`src/rtl/core/assert_macros.svh`:
```
// Assertion macros shared by the threshold event detector RTL.
// Depends on a clk and an arst_n signal in the module that uses them.
`ifndef ASSERT_MACROS_SVH
`define ASSERT_MACROS_SVH

// Same-cycle implication, checked on every rising clk edge outside reset.
`define TED_ASSERT_IMP(lbl, ante, cons, msg) \
	lbl: assert property (@(posedge clk) disable iff (!arst_n) (ante) |-> (cons)) \
		else $error(msg);

// Next-cycle implication, checked on every rising clk edge outside reset.
`define TED_ASSERT_NXT(lbl, ante, cons, msg) \
	lbl: assert property (@(posedge clk) disable iff (!arst_n) (ante) |=> (cons)) \
		else $error(msg);

`endif

```
`src/rtl/core/ted_pkg.sv`:
```
// Types and constants of the threshold event detector.
// No dependencies; used by every module of the block.
package ted_pkg;

	localparam int SAMPLE_WIDTH    = 16;
	localparam int OUT_IDX_WIDTH   = 32;
	localparam int LEN_WIDTH       = 32;
	localparam int CFG_DATA_WIDTH  = 32;
	localparam int CFG_INDEX_WIDTH = 3;

	// Configuration register indexes
	localparam logic [CFG_INDEX_WIDTH-1:0] REG_POLARITY_MODE   = 3'd0;
	localparam logic [CFG_INDEX_WIDTH-1:0] REG_THRESHOLD_LEVEL = 3'd1;
	localparam logic [CFG_INDEX_WIDTH-1:0] REG_EDGE_LEVEL      = 3'd2;
	localparam logic [CFG_INDEX_WIDTH-1:0] REG_MIN_LENGTH      = 3'd3;
	localparam logic [CFG_INDEX_WIDTH-1:0] REG_MAX_LENGTH      = 3'd4;

	// Polarity modes; the unused code acts as magnitude
	localparam logic [1:0] MODE_MAGNITUDE = 2'd0;
	localparam logic [1:0] MODE_GE        = 2'd1;
	localparam logic [1:0] MODE_LE        = 2'd2;

	typedef struct packed {
		logic signed [SAMPLE_WIDTH-1:0] sample;
		logic                           last_sample;
	} sample_t;

	typedef struct packed {
		logic [OUT_IDX_WIDTH-1:0] start_index;
		logic [OUT_IDX_WIDTH-1:0] stop_index;
	} result_t;

	// Per-sample level decisions
	typedef struct packed {
		logic pass_thr;
		logic miss_edge;
	} cls_t;

	typedef enum logic [2:0] {
		PH_IDLE   = 3'b001,
		PH_ACTIVE = 3'b010,
		PH_TAIL   = 3'b100
	} phase_t;

endpackage

```
`src/rtl/core/ted_classify.sv`:
```
// Level compare of one sample against threshold and edge levels.
// Depends on ted_pkg.
module ted_classify (
	input  logic signed [ted_pkg::SAMPLE_WIDTH-1:0] sample,
	input  logic [1:0]                              polarity_mode,
	input  logic signed [ted_pkg::SAMPLE_WIDTH-1:0] threshold_level,
	input  logic signed [ted_pkg::SAMPLE_WIDTH-1:0] edge_level,
	output ted_pkg::cls_t                           cls
);
	localparam int SW = ted_pkg::SAMPLE_WIDTH;

	logic signed [SW:0] x_ext;
	logic signed [SW:0] mag;
	logic signed [SW:0] thr_ext;
	logic signed [SW:0] edg_ext;

	// one extra bit so the magnitude of the most negative sample fits
	assign x_ext   = $signed({sample[SW-1], sample});
	assign thr_ext = $signed({threshold_level[SW-1], threshold_level});
	assign edg_ext = $signed({edge_level[SW-1], edge_level});
	assign mag     = x_ext[SW] ? -x_ext : x_ext;

	always_comb begin
		case (polarity_mode)
			ted_pkg::MODE_GE: begin
				cls.pass_thr  = x_ext >= thr_ext;
				cls.miss_edge = !(x_ext >= edg_ext);
			end
			ted_pkg::MODE_LE: begin
				cls.pass_thr  = x_ext <= thr_ext;
				cls.miss_edge = !(x_ext <= edg_ext);
			end
			default: begin
				cls.pass_thr  = mag >= thr_ext;
				cls.miss_edge = !(mag >= edg_ext);
			end
		endcase
	end

endmodule

```
`src/rtl/core/ted_tracker.sv`:
```
// Event state tracking: sample index, event phase, start/stop and length check.
// Depends on ted_pkg and assert_macros.svh.
`include "assert_macros.svh"

module ted_tracker #(
	parameter int INDEX_WIDTH = 32
) (
	input  logic                            clk,
	input  logic                            arst_n,
	input  logic                            step,
	input  logic                            last,
	input  ted_pkg::cls_t                   cls,
	input  logic [ted_pkg::LEN_WIDTH-1:0]   min_length,
	input  logic [ted_pkg::LEN_WIDTH-1:0]   max_length,
	output logic                            emit,
	output ted_pkg::result_t                result
);
	localparam int LW = (INDEX_WIDTH > ted_pkg::LEN_WIDTH) ? INDEX_WIDTH : ted_pkg::LEN_WIDTH;
	localparam int OW = (INDEX_WIDTH > ted_pkg::OUT_IDX_WIDTH) ? INDEX_WIDTH
		: ted_pkg::OUT_IDX_WIDTH;

	logic [INDEX_WIDTH-1:0] cnt_q;
	logic [INDEX_WIDTH-1:0] lbe_q;
	logic                   seen_q;
	logic [INDEX_WIDTH-1:0] start_q;
	ted_pkg::phase_t        phase_q;
	logic                   real_q;

	ted_pkg::phase_t        ph_a, ph_b, ph_c;
	logic                   close_ev, begin_ev;
	logic [INDEX_WIDTH-1:0] stop_idx, len, start_new;
	logic [LW-1:0]          len_ext;
	logic                   len_ok;
	logic [OW-1:0]          start_out, stop_out;

	always_comb begin
		// active event drops below threshold -> tail
		ph_a = (phase_q == ted_pkg::PH_ACTIVE && !cls.pass_thr) ? ted_pkg::PH_TAIL : phase_q;
		close_ev = (ph_a == ted_pkg::PH_TAIL) && (cls.miss_edge || last);
		stop_idx = cls.miss_edge ? cnt_q - INDEX_WIDTH'(1) : cnt_q;
		len      = stop_idx - start_q;
		len_ext  = LW'(len);
		len_ok   = ((min_length == '0) || (len_ext >= LW'(min_length)))
			&& ((max_length == '0) || (len_ext <= LW'(max_length)));
		emit     = close_ev && real_q && len_ok;
		ph_b     = close_ev ? ted_pkg::PH_IDLE : ph_a;
		begin_ev = (ph_b == ted_pkg::PH_IDLE) && cls.pass_thr;
		if (cls.miss_edge)
			start_new = cnt_q;
		else if (seen_q)
			start_new = lbe_q + INDEX_WIDTH'(1);
		else
			start_new = '0;
		ph_c = begin_ev ? ted_pkg::PH_ACTIVE : ph_b;
	end

	assign start_out = OW'(start_q);
	assign stop_out  = OW'(stop_idx);
	assign result.start_index = start_out[ted_pkg::OUT_IDX_WIDTH-1:0];
	assign result.stop_index  = stop_out[ted_pkg::OUT_IDX_WIDTH-1:0];

	always_ff @(posedge clk or negedge arst_n) begin
		if (!arst_n) begin
			cnt_q   <= '0;
			lbe_q   <= '0;
			seen_q  <= 1'b0;
			start_q <= '0;
			phase_q <= ted_pkg::PH_ACTIVE;
			real_q  <= 1'b0;
		end else if (step) begin
			if (last) begin
				// end of series: back to the suppressed state
				cnt_q   <= '0;
				lbe_q   <= '0;
				seen_q  <= 1'b0;
				start_q <= '0;
				phase_q <= ted_pkg::PH_ACTIVE;
				real_q  <= 1'b0;
			end else begin
				cnt_q   <= cnt_q + INDEX_WIDTH'(1);
				phase_q <= ph_c;
				if (begin_ev) begin
					start_q <= start_new;
					real_q  <= 1'b1;
				end
				if (cls.miss_edge) begin
					lbe_q  <= cnt_q;
					seen_q <= 1'b1;
				end
			end
		end
	end

	`TED_ASSERT_IMP(a_emit_real, emit, real_q && (phase_q != ted_pkg::PH_IDLE),
		"event emitted while suppressed or idle")
	`TED_ASSERT_NXT(a_last_clears, step && last, (cnt_q == '0) && !real_q && !seen_q,
		"series end did not clear index state")
	`TED_ASSERT_NXT(a_idle_holds, !step, $stable(cnt_q) && $stable(phase_q),
		"tracker state moved without a sample")

endmodule

```
`src/rtl/core/threshold_event_detector.sv`:
```
// Threshold event detector, top level: input register, level compare, event
// tracker and result register. Depends on ted_pkg, ted_classify, ted_tracker.
//
// Takes one signed sample per transfer, numbers the samples from 0 and reports
// events: a run that starts when a sample passes threshold_level (magnitude,
// greater-or-equal or less-or-equal, by polarity_mode) and is bounded by
// edge_level on both sides. Start is the index just after the last sample that
// missed the edge level; stop is the last index before the next edge miss, or
// the final sample when last_sample ends the series during the tail. An event
// is reported when stop - start lies in [min_length, max_length], where 0 means
// no limit. Detection stays suppressed until the first sub-edge sample after
// reset or after a last_sample transfer, which also returns the index to 0.
// Throughput is one sample per clock while in_stall is low. A sample's result
// (if any) passes from the input register to the result register, from which it
// is offered on out_valid and taken while out_stall is low.
// A stall on the output only holds the input side once a sample waits in the
// input register behind a full result register.
// Configuration writes take effect on the next clock and are meant for idle
// periods only. Indices wrap at INDEX_WIDTH bits and are presented on 32 bits.
`include "assert_macros.svh"

module threshold_event_detector #(
	parameter int INDEX_WIDTH = 32
) (
	input  logic                                  clk,
	input  logic                                  arst_n,
	// sample input
	input  logic                                  in_valid,
	output logic                                  in_stall,
	input  ted_pkg::sample_t                      in_data,
	// event output
	output logic                                  out_valid,
	input  logic                                  out_stall,
	output ted_pkg::result_t                      out_data,
	// configuration writes
	input  logic                                  cfg_we,
	input  logic [ted_pkg::CFG_INDEX_WIDTH-1:0]   cfg_index,
	input  logic [ted_pkg::CFG_DATA_WIDTH-1:0]    cfg_data
);
	localparam int SW = ted_pkg::SAMPLE_WIDTH;

	// configuration registers
	logic [1:0]                    mode_q;
	logic signed [SW-1:0]          thr_q;
	logic signed [SW-1:0]          edg_q;
	logic [ted_pkg::LEN_WIDTH-1:0] min_q;
	logic [ted_pkg::LEN_WIDTH-1:0] max_q;

	// input stage
	logic          valid_s1;
	logic          last_s1;
	ted_pkg::cls_t cls_in;
	ted_pkg::cls_t cls_s1;

	// result stage
	logic             out_valid_q;
	ted_pkg::result_t out_data_q;

	logic             step;
	logic             in_xfer;
	logic             emit;
	ted_pkg::result_t result;

	always_ff @(posedge clk or negedge arst_n) begin
		if (!arst_n) begin
			mode_q <= ted_pkg::MODE_GE;
			thr_q  <= '0;
			edg_q  <= '0;
			min_q  <= '0;
			max_q  <= '0;
		end else if (cfg_we) begin
			case (cfg_index)
				ted_pkg::REG_POLARITY_MODE:   mode_q <= cfg_data[1:0];
				ted_pkg::REG_THRESHOLD_LEVEL: thr_q  <= $signed(cfg_data[SW-1:0]);
				ted_pkg::REG_EDGE_LEVEL:      edg_q  <= $signed(cfg_data[SW-1:0]);
				ted_pkg::REG_MIN_LENGTH:      min_q  <= cfg_data[ted_pkg::LEN_WIDTH-1:0];
				ted_pkg::REG_MAX_LENGTH:      max_q  <= cfg_data[ted_pkg::LEN_WIDTH-1:0];
				default: ;
			endcase
		end
	end

	// compare levels on the way into the input register
	ted_classify u_classify (
		.sample          (in_data.sample),
		.polarity_mode   (mode_q),
		.threshold_level (thr_q),
		.edge_level      (edg_q),
		.cls             (cls_in)
	);

	// the staged sample moves on when the result register is free or draining
	assign step     = valid_s1 && (!out_valid_q || !out_stall);
	assign in_stall = valid_s1 && !step;
	assign in_xfer  = in_valid && !in_stall;

	always_ff @(posedge clk or negedge arst_n) begin
		if (!arst_n) begin
			valid_s1 <= 1'b0;
		end else if (in_xfer) begin
			valid_s1 <= 1'b1;
		end else if (step) begin
			valid_s1 <= 1'b0;
		end
	end

	always_ff @(posedge clk) begin
		if (in_xfer) begin
			cls_s1  <= cls_in;
			last_s1 <= in_data.last_sample;
		end
	end

	ted_tracker #(
		.INDEX_WIDTH (INDEX_WIDTH)
	) u_tracker (
		.clk        (clk),
		.arst_n     (arst_n),
		.step       (step),
		.last       (last_s1),
		.cls        (cls_s1),
		.min_length (min_q),
		.max_length (max_q),
		.emit       (emit),
		.result     (result)
	);

	// result register; a sample with no event just empties it
	always_ff @(posedge clk or negedge arst_n) begin
		if (!arst_n) begin
			out_valid_q <= 1'b0;
		end else if (step) begin
			out_valid_q <= emit;
		end else if (!out_stall) begin
			out_valid_q <= 1'b0;
		end
	end

	always_ff @(posedge clk) begin
		if (step && emit) begin
			out_data_q <= result;
		end
	end

	assign out_valid = out_valid_q;
	assign out_data  = out_data_q;

	`TED_ASSERT_IMP(a_stall_needs_item, in_stall, valid_s1,
		"input stalled with an empty input register")
	`TED_ASSERT_NXT(a_result_from_step, !valid_s1 && !out_valid_q, !out_valid_q,
		"result appeared without a staged sample")
	`TED_ASSERT_NXT(a_drain_empties, out_valid_q && !out_stall && !step, !out_valid_q,
		"taken result was not released")

endmodule
```
`config.mk`:
```
export PLATFORM = sky130hd
export DESIGN_NAME = threshold_event_detector
export DESIGN_NICKNAME = d
export VERILOG_FILES = /design/src/rtl/core/ted_pkg.sv /design/src/rtl/core/ted_classify.sv /design/src/rtl/core/ted_tracker.sv /design/src/rtl/core/threshold_event_detector.sv
export VERILOG_INCLUDE_DIRS = /design/src /design/src/rtl/core
export SDC_FILE = /design/constraint.sdc
export NUM_CORES = 1
export LEC_CHECK = 0
export ABC_CLOCK_PERIOD_IN_PS = 16200
export BUFFER_PORTS_ARGS = -buffer_cell sky130_fd_sc_hd__buf_2
export CAP_MARGIN = 20
export CORE_MARGIN = 2
export CORE_UTILIZATION = 60
export DETAILED_ROUTE_END_ITERATION = 6
export PLACE_DENSITY = 0.79
export SLEW_MARGIN = 20
export SYNTH_ARGS = -nofsm -noshare
export SYNTH_HDL_FRONTEND = slang
export SYNTH_HIERARCHICAL = 1
export SYNTH_SLANG_ARGS = --single-unit
```
`constraint.sdc`:
```
create_clock -name clk -period 16.2 [get_ports clk]
set_input_delay 3.24 -clock clk [delete_from_list [all_inputs] [get_ports clk]]
set_output_delay 3.24 -clock clk [all_outputs]
set_load 0.05 [all_outputs]
```
==> results of run 1 <==
==> state kept, by name (all words and copies together) (netlist names) <==
name,count
out_valid,1
mode_q,2
max_q,32
u_tracker/phase_q,3
min_q,32
cls_s1,2
valid_s1,1
u_tracker/real_q,1
thr_q,16
u_tracker/seen_q,1
u_tracker/cnt_q,32
u_tracker/start_out,32
u_tracker/lbe_q,32
out_data,64
edg_q,16
last_s1,1
==> layout by cell type, fill, tap and decap left out, types with 44 or more instances in the layout <==
cell type | synthesis | final
a21oi_1 | 69 | 68
o21ai_0 | 50 | 49
edfxtp_1 | 67 | 67
xnor2_1 | 69 | 69
a21o_1 | 51 | 51
nand4_1 | 44 | 44
dfrtp_1 | 199 | 199
ha_1 | 165 | 165
nand3_1 | 44 | 44
inv_1 | 153 | 153
buf_2 | 12 | 121
mux2_2 | 48 | 48
nand2_1 | 88 | 88
xor2_1 | 57 | 57
nor2_1 | 94 | 93
mux2_4 | 50 | 50
==> critical path, cell delays in order (launching register included) <==
cell,delay (ns)
edfxtp_1,0.92
nor4bb_1,0.65
nand2_1,0.28
or3_1,0.41
nor3_1,0.18
xor2_1,0.20
ha_1,0.31
o211ai_1,0.12
nor2_1,0.08
a221oi_1,0.41
nand3_1,0.26
a21o_1,0.25
o41ai_1,0.38
xnor2_1,0.21
ha_1,0.29
and3_1,0.19
nand4_1,0.15
nor2_1,0.07
a211oi_1,0.28
nand3_1,0.12
o211ai_1,0.18
and4b_1,0.37
nand2_1,0.17
a21oi_4,0.13
buf_4,0.65
==> power by group through the flow <==
stage	logic (mW)	clock network, mW	registers [mW]
after global placement	1.08	0	0.840
after CTS	1.14	0.670	0.833
after detailed placement	1.13	0	0.843
final	1.16	0.660	0.833
after global routing	1.29	0.697	0.842
after floorplan	0.847	0	0.820
==> cells in the mapped netlist, types with 50 or more instances <==
library cell	n
nand2_1	88
inv_1	153
xor2_1	57
edfxtp_1	67
ha_1	165
a21oi_1	69
o21ai_0	50
nor2_1	94
xnor2_1	69
dfrtp_1	199
a21o_1	51
mux2_4	50
==> logic make-up after synthesis <==
logic type | after synthesis | synth area share (%)
fa+ha+maj | 166 | 12.3
flops | 268 | 41.5
simple gates | 414 | 12.9
xor+xnor | 127 | 6.66
buf+inv | 221 | 5.48
compound gates | 333 | 13.4
mux | 101 | 7.78
other cells | 1 | 0.0221
==> layout make-up <==
type | instances | area (sq um)
flip-flops and latches | 268 | 7040
multi-input cells | 1143 | 9040
well taps | 378 | 473
fillers | 2092 | 9060
clock inverters | 17 | 159
repair buffers | 134 | 709
inverters | 153 | 574
clock buffers | 37 | 796
==> per-stage QoR <==
stage               hold slack, ns  utilization (%)
global route                 0.464             67.5
global placement             0.431             64.0
finish                       0.451             67.5
detailed placement           0.442             64.0
CTS                          0.454             67.5
floorplan                    0.425                -
==> worst max path at each step <==
stage / start / cells past startpoint / slack (ns) / to
6_report: cls_s1[0]$_DFFE_PP_ / 24 / 8.49 / out_data[49]$_DFFE_PP_
5_1_grt: cls_s1[0]$_DFFE_PP_ / 23 / 7.82 / out_data[49]$_DFFE_PP_
4_1_cts: cls_s1[0]$_DFFE_PP_ / 24 / 8.59 / out_data[27]$_DFFE_PP_
3_5_place_dp: cls_s1[0]$_DFFE_PP_ / 24 / 8.67 / out_data[27]$_DFFE_PP_
3_3_place_gp: cls_s1[0]$_DFFE_PP_ / 24 / 8.95 / out_data[30]$_DFFE_PP_
2_1_floorplan: u_tracker/cnt_q[0]$_DFFE_PN0P_ / 27 / 7.47 / out_data[0]$_DFFE_PP_
==> per-layer routing <==
| metal | track usage, % | vias up |
|---|---|---|
| met2 | 49.0 | 470 |
| met3 | 4.26 | 97 |
| met5 | 0 | - |
| met1 | 40.2 | 6492 |
| met4 | 9.57 | 2 |
| li1 | - | 6090 |
==> summary.txt, run 1 <==
Pwr
  • Switch Pwr: between 1 and 1.5 mW
  • Switching part of the total: a little under two fifths
  • Clock power share: around 25%
  • Power after layout: approximately 2.7 mW
  • Peak supply drop: approximately 0.1 mV
  • Gate power share: a little over two fifths
  • Pwr dens: approximately 140 nW/um^2
  • Sequential power share: a little under a third
  • Internal power: approximately 1.7 mW
  • Leakage power: roughly 8.6 nW

Detailed routing
  • Post-route ant nets: 0
  • Met1 Routed Length: 18700 um
  • DR WL met3: 2520 um
  • Number of remaining DRC errors: 0
  • Post-DR wirelength/cell: about 20 um
  • Initial DRC Count: 1037
  • Via density: 6.17
  • DR pass1 iterations: 5
  • Final WL: between 40000 and 50000 um
  • Met2 WL: just over 20000 um
  • Top sig layer: met5
  • Via count: about 13000

Timing
  • Slew margin rel.: 27.5%
  • Final setup fails: 0
  • Final Hold Fails: 0
  • RSZ-0062 raised after global routing: false
  • Max-slew violation count: 0
  • TNS Setup: 0 ns
  • Clk_skew: between 0.02 and 0.03 ns
  • Peak Freq: roughly 130 MHz
  • Tmin final: approximately 7.7 ns
  • Crit path setup slack, layout: 8.49 ns
  • Final Cycle Share: between 40% and 50%
  • Slew @ Worst Pin: approximately 1.1 ns

Yosys
  • Async set or reset register ratio after synthesis: about three quarters
  • Synth area leader: dfrtp_1
  • Synth warn: 6
  • Post-synth cell types: 87
  • Sequential share of the synthesized area: just over 40%
  • Main flop type after synthesis: dfrtp_1
  • Number of synthesized flops with an enable pin: 67
  • Synth Cell Area: ~17000 sq um
  • Post-synth top area share: around 29%
  • Number of synthesized register bits: 268
  • Area contributors post-synth: dfrtp_1 29%, ha_1 12%, edfxtp_1 12%
  • Cells after synthesis: around 1600
  • Mapped Avg Cell Area: between 10 and 15 sq um

Clocking
  • # resized after CTS: 0
  • Clock Sinks: roughly 270
  • Root Buffer: clkbuf_16
  • CTS max path bufs: 3
  • CTS Buf Count: 29
  • Cts hold-fix bufs: 0
  • Reg clk slew, reported paths: 0.06 ns
  • CTS tree: done
  • Clk_lat worst skew: 0.57 ns
  • # H-tree levels: 1
  • Setup bufs post-CTS: 0

Global routing
  • Tot GR Track Use: between 20% and 30%
  • Antenna violations before repair: 2
  • First-pass GRT wire length: 69000 um
  • Largest net degree at the start of global routing: 94
  • Vias in the first global route: approximately 13000
  • Gr ovfl total: 0

Placed design
  • Cells after DPL: 2076
  • Pre-CTS WS: between 8 and 9 ns
  • Number of port buffers: 122
  • DP Area: around 18000 sq um
  • GP Congestion: approximately 0.92
  • Hpwl dp: roughly 32000 um

Setup path
  • WP data required: between 15 and 20 ns
  • Critical path data arrival time: between 7 and 8 ns
  • CP Class: flop to flop
  • R2R cell count: 24
  • Reg2reg setup slack: between 8 and 9 ns
  • Reg-to-Reg End: out_data[49]$_DFFE_PP_
  • Worst setup SP type: flop
  • Reg2Reg Launch Point: cls_s1[0]$_DFFE_PP_
  • Worst Setup End Kind: flop
  • Maximum fanout along the worst path: 64

Final layout
  • Design area: between 15000 and 20000 sq um
  • Nets: 1952
  • Area delta synth->final: 10.7%
  • Antenna cells: 0
  • Fin cells: approximately 2100
  • Fraction of layout cells with a size suffix above 1: between 10% and 20%

Floorplanning
  • DIE HEIGHT: about 170 um
  • Starting Density: 61.0%
  • Full die area: about 30000 sq um
  • Die Wd: approximately 170 um
  • Ports: between 100 and 150
  • Row cnt: 61
  • Core area: ~28000 sq um

Min path
  • Hold Path End: out_data[36]$_DFFE_PP_
  • Hold Crit Class: flop to flop
  • Worst Hold Depth: 0
  • Min-Delay Startpoint: u_tracker/start_out[4]$_DFFE_PN0P_

Flow run
  • Max Cap Viol: 0

Status
  • Outcome: finished clean
Power figures use the tool's default switching activity.
==> run 2: changes to the inputs <==
- ABC_CLOCK_PERIOD_IN_PS: 16200 -> 6300
- CORE_UTILIZATION: 60 -> 56
- PLACE_DENSITY: 0.79 -> 0.78
- clock period: 16.2 -> 6.3 ns (I/O delays scaled with it)
==> summary.txt, run 2 (same netlist as run 1, synthesis figures left out) <==
Status
  • Outcome: finished clean

Setup path
  • WP data required: 6.58 ns (-9.81 ns)
  • CP Class: flop to flop
  • Reg2reg setup slack: 0.14 ns (-8.35 ns)
  • Reg-to-Reg End: out_data[8]$_DFFE_PP_
  • Worst setup SP type: flop
  • Worst setup endpoint: out_data[8]$_DFFE_PP_
  • CP Launch Point: cls_s1[0]$_DFFE_PP_
  • R2R cell count: 23 (-4.2%)
  • Critical path data arrival time: 6.44 ns (-1.45 ns)
  • Maximum fanout along the worst path: 22 (-66%)
  • Worst Setup End Kind: flop
  • Reg2Reg Launch Point: cls_s1[0]$_DFFE_PP_

Clocking
  • Clk_lat worst skew: 0.57 ns (about the same)
  • Reg clk slew, reported paths: 0.06 ns (about the same)
  • CTS max path bufs: 3 (unchanged)
  • Clock Sinks: 268 (unchanged)
  • Root Buffer: clkbuf_16
  • CTS tree: done
  • CTS Buf Count: 28 (-3.4%)
  • # H-tree levels: 1 (unchanged)

Timing
  • Slew @ Worst Pin: 1.08 ns (-0.00846 ns)
  • Final Hold Fails: 0 (unchanged)
  • Slew margin rel.: 28.0% (+0.56 points)
  • Final Cycle Share: 97.7% (+50 points)
  • Tmin final: 6.16 ns (-1.55 ns)
  • Peak Freq: 162 MHz (+25%)
  • Crit path setup slack, layout: 0.144 ns (-8.35 ns)
  • Final setup fails: 0 (unchanged)
  • Max-slew violation count: 0 (unchanged)
  • Clk_skew: 0.0251 ns (-0.00165 ns)

Placed design
  • DP Area: 18100 sq um (+1.3%)
  • Number of port buffers: 122 (unchanged)
  • Cells after DPL: 2108 (+1.5%)
  • Pre-CTS WS: 0.122 ns (-8.55 ns)
  • GP Congestion: 0.918 (-0.72%)
  • Hpwl dp: 32300 um (+0.21%)

Pwr
  • Peak supply drop: 0.274 mV (+170%)
  • Internal power: 4.45 mW (+170%)
  • Gate power share: 45.1% (+1.3 points)
  • Switch Pwr: 2.65 mW (+160%)
  • Clock power share: 25.0% (+0.2 points)
  • Sequential power share: 29.9% (-1.5 points)
  • Switching part of the total: 37.3% (-0.51 points)
  • Leakage power: 8.95 nW (+3.6%)
  • Pwr dens: 364 nW/um^2 (+160%)

Global routing
  • Antenna violations before repair: 0 (-2)
  • Gr ovfl total: 0 (unchanged)
  • Largest net degree at the start of global routing: 118 (+26%)
  • Tot GR Track Use: 27.5% (-2.1 points)
  • Vias in the first global route: 13200 (+0.96%)
  • First-pass GRT wire length: 69200 um (+0.21%)

Flow run
  • Max Cap Viol: 0 (unchanged)

Final layout
  • Fraction of layout cells with a size suffix above 1: 21.1% (+3.8 points)
  • Fin cells: 2180 (+2.3%)
  • Design area: 19500 sq um (+3.8%)
  • Number of flip-flops under the largest register name: 64 (unchanged)
  • Area delta synth->final: 14.9%
  • Commonest non-fill, non-tap cell in the layout: dfrtp_1
  • Antenna cells: 0 (unchanged)
  • Nets: 1991 (+2.0%)
  • Most frequent cells in the layout: 199 x dfrtp_1, 161 x ha_1, 151 x inv_1

Detailed routing
  • Met1 Routed Length: 19100 um (+2.3%)
  • Number of remaining DRC errors: 0 (unchanged)
  • Via density: 6.20 (+0.34%)
  • DR pass1 iterations: 5 (unchanged)
  • Final WL: 44600 um (+3.7%)
  • Post-route ant nets: 0 (unchanged)
  • Post-DR wirelength/cell: 20.5 um (+1.3%)
  • DR WL met3: 2800 um (+11%)
  • Via count: 13500 (+2.7%)
  • Top sig layer: met4
  • Initial DRC Count: 1252 (+21%)
  • Met2 WL: 21200 um (+3.7%)

Floorplanning
  • DIE HEIGHT: 178 um (+3.4%)
  • Core area: 29700 sq um (+6.7%)
  • Ports: 123 (unchanged)
  • Starting Density: 57.1% (-3.8 points)
  • Die Wd: 178 um (+3.4%)
  • Full die area: 31700 sq um (+7.0%)
  • Row cnt: 63 (+3.3%)

Min path
  • Hold Crit Class: flop to flop
[run 2: per-layer routing]
| metal | GRT usage (%) | up-vias |
|---|---|---|
| li1 | - | 6187 |
| met1 | 37.1 | 6667 |
| met2 | 45.8 | 555 |
| met3 | 3.41 | 97 |
| met4 | 9.36 | 0 |
| met5 | 0 | - |
[run 2: final cells by class]
type / count / area [sq um]
Inverter: 153 / 574
Sequential cell: 268 / 7040
Fill cell: 2299 / 10200
Clock inverter: 14 / 205
Multi-Input combinational cell: 1143 / 9240
Tap cell: 390 / 488
Timing Repair Buffer: 174 / 1160
Clock buffer: 38 / 798
[run 2: worst min path at each step]
| stage | startpoint | to | slack [ns] | depth (start not counted) |
|---|---|---|---|---|
| 3_3_place_gp | u_tracker/start_out[4]$_DFFE_PN0P_ | out_data[36]$_DFFE_PP_ | 0.44 | 0 |
| 5_1_grt | u_tracker/start_out[13]$_DFFE_PN0P_ | out_data[45]$_DFFE_PP_ | 0.47 | 0 |
| 2_1_floorplan | u_tracker/start_out[2]$_DFFE_PN0P_ | out_data[34]$_DFFE_PP_ | 0.42 | 0 |
| 6_report | u_tracker/start_out[14]$_DFFE_PN0P_ | out_data[46]$_DFFE_PP_ | 0.45 | 0 |
| 4_1_cts | u_tracker/start_out[14]$_DFFE_PN0P_ | out_data[46]$_DFFE_PP_ | 0.45 | 0 |
| 3_5_place_dp | u_tracker/start_out[15]$_DFFE_PN0P_ | out_data[47]$_DFFE_PP_ | 0.43 | 0 |
[run 2: stage by stage]
stage,hold slack (ns),power (mW),util (%),TNS (ns)
2_1_floorplan,0.425,4.31,-,0
3_3_place_gp,0.435,4.96,60.8,0
3_5_place_dp,0.434,5.08,60.8,0
4_1_cts,0.452,6.90,64.2,0
5_1_grt,0.467,7.52,65.6,-5.69
6_report,0.448,7.09,65.6,0
[run 2: power groups by stage]
stage	logic, mW	clock network (mW)	registers (mW)
final	3.20	1.77	2.12
after global placement	2.82	0	2.14
after detailed placement	2.93	0	2.15
after CTS	2.98	1.80	2.12
after floorplan	2.20	0	2.11
after global routing	3.51	1.88	2.14
[run 2: critical path: stages (launching register included)]
cell	delay, ns
edfxtp_1	0.42
buf_4	0.24
inv_1	0.19
mux2i_1	0.42
inv_1	0.11
fa_1	0.45
nor2b_1	0.21
o2111ai_1	0.21
a21oi_1	0.32
nor3_1	0.11
or3_1	0.44
nand4_1	0.14
nand3_1	0.17
ha_1	0.33
nand4_1	0.14
a2111o_1	0.38
a41o_1	0.22
o211ai_1	0.14
a41oi_1	0.20
and4b_2	0.36
nand2_2	0.09
a21oi_4	0.19
buf_12	0.20
clkbuf_16	0.17
[run 2: what timing repair did]
item / 4_1_cts / 5_1_grt
hold buffers: 0 / 0
gates resized for setup: 0 / 44
setup buffers: 0 / 13
endpoints found under the setup margin: 0 / 64
==> run 3: changes to the inputs <==
- PLACE_DENSITY: 0.78 -> 0.89
==> summary.txt, run 3 (same netlist as run 1, synthesis figures left out) <==
Clocking
  • Clock Sinks: 268 (unchanged)
  • CTS Buf Count: 29 (+3.6%)
  • CTS tree: done
  • Reg clk slew, reported paths: 0.07 ns (about the same)
  • Root Buffer: clkbuf_16
  • CTS max path bufs: 3 (unchanged)
  • Cts hold-fix bufs: 0 (unchanged)
  • # H-tree levels: 1 (unchanged)
  • Clk_lat worst skew: 0.58 ns (about the same)

Setup path
  • Maximum fanout along the worst path: 13 (-41%)
  • CP Class: flop to flop
  • CP Launch Point: u_tracker/cnt_q[0]$_DFFE_PN0P_
  • Reg2Reg Launch Point: u_tracker/cnt_q[0]$_DFFE_PN0P_
  • WP data required: 6.58 ns (about the same)
  • Crit path buf inv count: 4 (-1)
  • Reg2reg setup slack: 0.13 ns (about the same)
  • Worst path max stage delay: 0.39 ns (-0.06 ns)
  • Worst setup SP type: flop
  • Slowest cell on crit path: dfrtp_1
  • R2R cell count: 27 (+17%)
  • Worst Setup End Kind: flop
  • Critical path's top delay family: compound AO/OA/AOI/OAI gates
  • Critical path data arrival time: 6.45 ns (about the same)
  • Reg-to-Reg End: out_data[37]$_DFFE_PP_

Placed design
  • DP Area: 18100 sq um (-0.15%)
  • Pre-CTS WS: 0.133 ns (+0.0114 ns)
  • Number of port buffers: 122 (unchanged)
  • GP Congestion: 0.942 (+2.6%)
  • Hpwl dp: 32600 um (+0.91%)

Detailed routing
  • DR pass1 iterations: 7 (+2)
  • Number of remaining DRC errors: 2 (+2)
  • Post-DR wirelength/cell: 21.0 um (+2.6%)
  • Final WL: 45500 um (+2.0%)
  • Post-route ant nets: 0 (unchanged)
  • Initial DRC Count: 1553 (+24%)
  • Via density: 6.30 (+1.7%)
  • Via count: 13700 (+1.1%)

Floorplanning
  • Ports: 123 (unchanged)
  • DIE HEIGHT: 178 um (unchanged)
  • Die Wd: 178 um (unchanged)
  • Row cnt: 63 (unchanged)
  • Core area: 29700 sq um (unchanged)
  • Starting Density: 57.1% (unchanged)
  • Full die area: 31700 sq um (unchanged)

Timing
  • Slew @ Worst Pin: 1.12 ns (+0.0422 ns)
  • Clk_skew: 0.0264 ns (+0.00134 ns)
  • RSZ-0062 raised after global routing: true
  • Final setup fails: 0 (unchanged)
  • Final Cycle Share: 97.9% (+0.19 points)
  • Final Hold Fails: 0 (unchanged)
  • Crit path setup slack, layout: 0.132 ns (-0.0119 ns)
  • Peak Freq: 162 MHz (-0.19%)
  • Tmin final: 6.17 ns (+0.0119 ns)
  • Slew margin rel.: 25.2% (-2.8 points)
  • Fin Hold WS: 0.453 ns (+0.00483 ns)
  • Max-slew violation count: 0 (unchanged)

Status
  • Outcome: finished, violations left
  • Failing checks: design-rule violations

Pwr
  • Pwr dens: 365 nW/um^2 (+0.40%)
  • Sequential power share: 30.3% (+0.4 points)
  • Peak supply drop: 0.274 mV (+0.16%)
  • Switch Pwr: 2.67 mW (+0.94%)
  • Switching part of the total: 38.0% (+0.70 points)
  • Internal power: 4.36 mW (-2.0%)
  • Leakage power: 8.85 nW (-1.1%)
  • Gate power share: 45.3% (+0.2 points)
  • Clock power share: 24.5% (-0.5 points)

Global routing
  • Tot GR Track Use: 28.3% (+0.83 points)
  • Antenna violations before repair: 0 (unchanged)
  • Vias in the first global route: 13500 (+2.2%)
  • Gr ovfl total: 0 (unchanged)
  • Largest net degree at the start of global routing: 114 (-3.4%)
  • First-pass GRT wire length: 71000 um (+2.7%)

Final layout
  • Fillers: 2227 (-3.1%)
  • Area delta synth->final: 13.4%
  • Design area: 19300 sq um (-1.3%)
  • Antenna cells: 0 (unchanged)
  • Nets: 1982 (-0.45%)
  • Fraction of layout cells with a size suffix above 1: 20.2% (-0.87 points)
  • Number of flip-flops under the largest register name: 64 (unchanged)
  • Commonest non-fill, non-tap cell in the layout: dfrtp_1
  • Most frequent cells in the layout: 199 x dfrtp_1, 162 x ha_1, 153 x inv_1

Flow run
  • Max Cap Viol: 0 (unchanged)

Min path
  • Min-Delay Startpoint: u_tracker/start_out[15]$_DFFE_PN0P_
  • Hold Path End: out_data[47]$_DFFE_PP_
  • Worst Hold Depth: 0 (unchanged)
  • Hold Crit Class: flop to flop
run 3: changes by cell type in the layout (fill, tap and decap cells not counted), sizes merged:
cell | before | now
clkinvlp | 1 | 0
inv | 155 | 157
buf | 169 | 161
clkbuf | 43 | 39
bufinv | 4 | 3
run 3: power by group through the flow:
stage	clock [mW]	combinational, mW	sequential (mW)
after floorplan	0	2.20	2.11
final	1.72	3.18	2.13
after global placement	0	2.82	2.14
after detailed placement	0	2.93	2.15
after CTS	1.73	2.98	2.12
after global routing	1.80	3.50	2.15
run 3: metrics by stage:
stage | instances | total power, mW | util (%) | TNS, ns
CTS | 2156 | 6.84 | 63.9 | 0
global route | 2168 | 7.44 | 64.8 | -2.31
finish | 2168 | 7.03 | 64.8 | 0
detailed placement | 2106 | 5.08 | 60.7 | 0
global placement | 2106 | 4.96 | 60.7 | 0
floorplan | 1632 | 4.31 | - | 0
run 3: area by class of cell:
class,instances,area [sq um],share of cell area [%]
tap,390,488,2.53
clock inverter,14,171,0.890
inverter,153,574,2.98
multi-input combinational,1143,9190,47.7
sequential,268,7040,36.6
timing repair buffer,164,1010,5.26
clock buffer,36,772,4.01
run 3: how the worst max path moves through the flow:
stage	endpoint	slack (ns)	depth (start not counted)
CTS	out_data[17]$_DFFE_PP_	0.02	25
floorplan	out_data[0]$_DFFE_PP_	0.02	25
global route	out_data[44]$_DFFE_PP_	-0.05	26
global placement	out_data[29]$_DFFE_PP_	0.41	24
finish	out_data[37]$_DFFE_PP_	0.13	27
detailed placement	out_data[16]$_DFFE_PP_	0.13	25
run 3: repair_timing:
action	4_1_cts	5_1_grt
setup buffers	0	9
gates resized for setup	0	28
setup endpoints to repair	0	64
run 3: routing by layer:
| layer | GRT usage [%] | wire length (um) | part of all wire [%] |
|---|---|---|---|
| met1 | 38.1 | 19000 | 42 |
| met2 | 46.7 | 21300 | 47 |
| met3 | 3.03 | 3440 | 7.6 |
| met4 | 11.9 | 1850 | 4.1 |
| met5 | 0 | 0 | 0 |
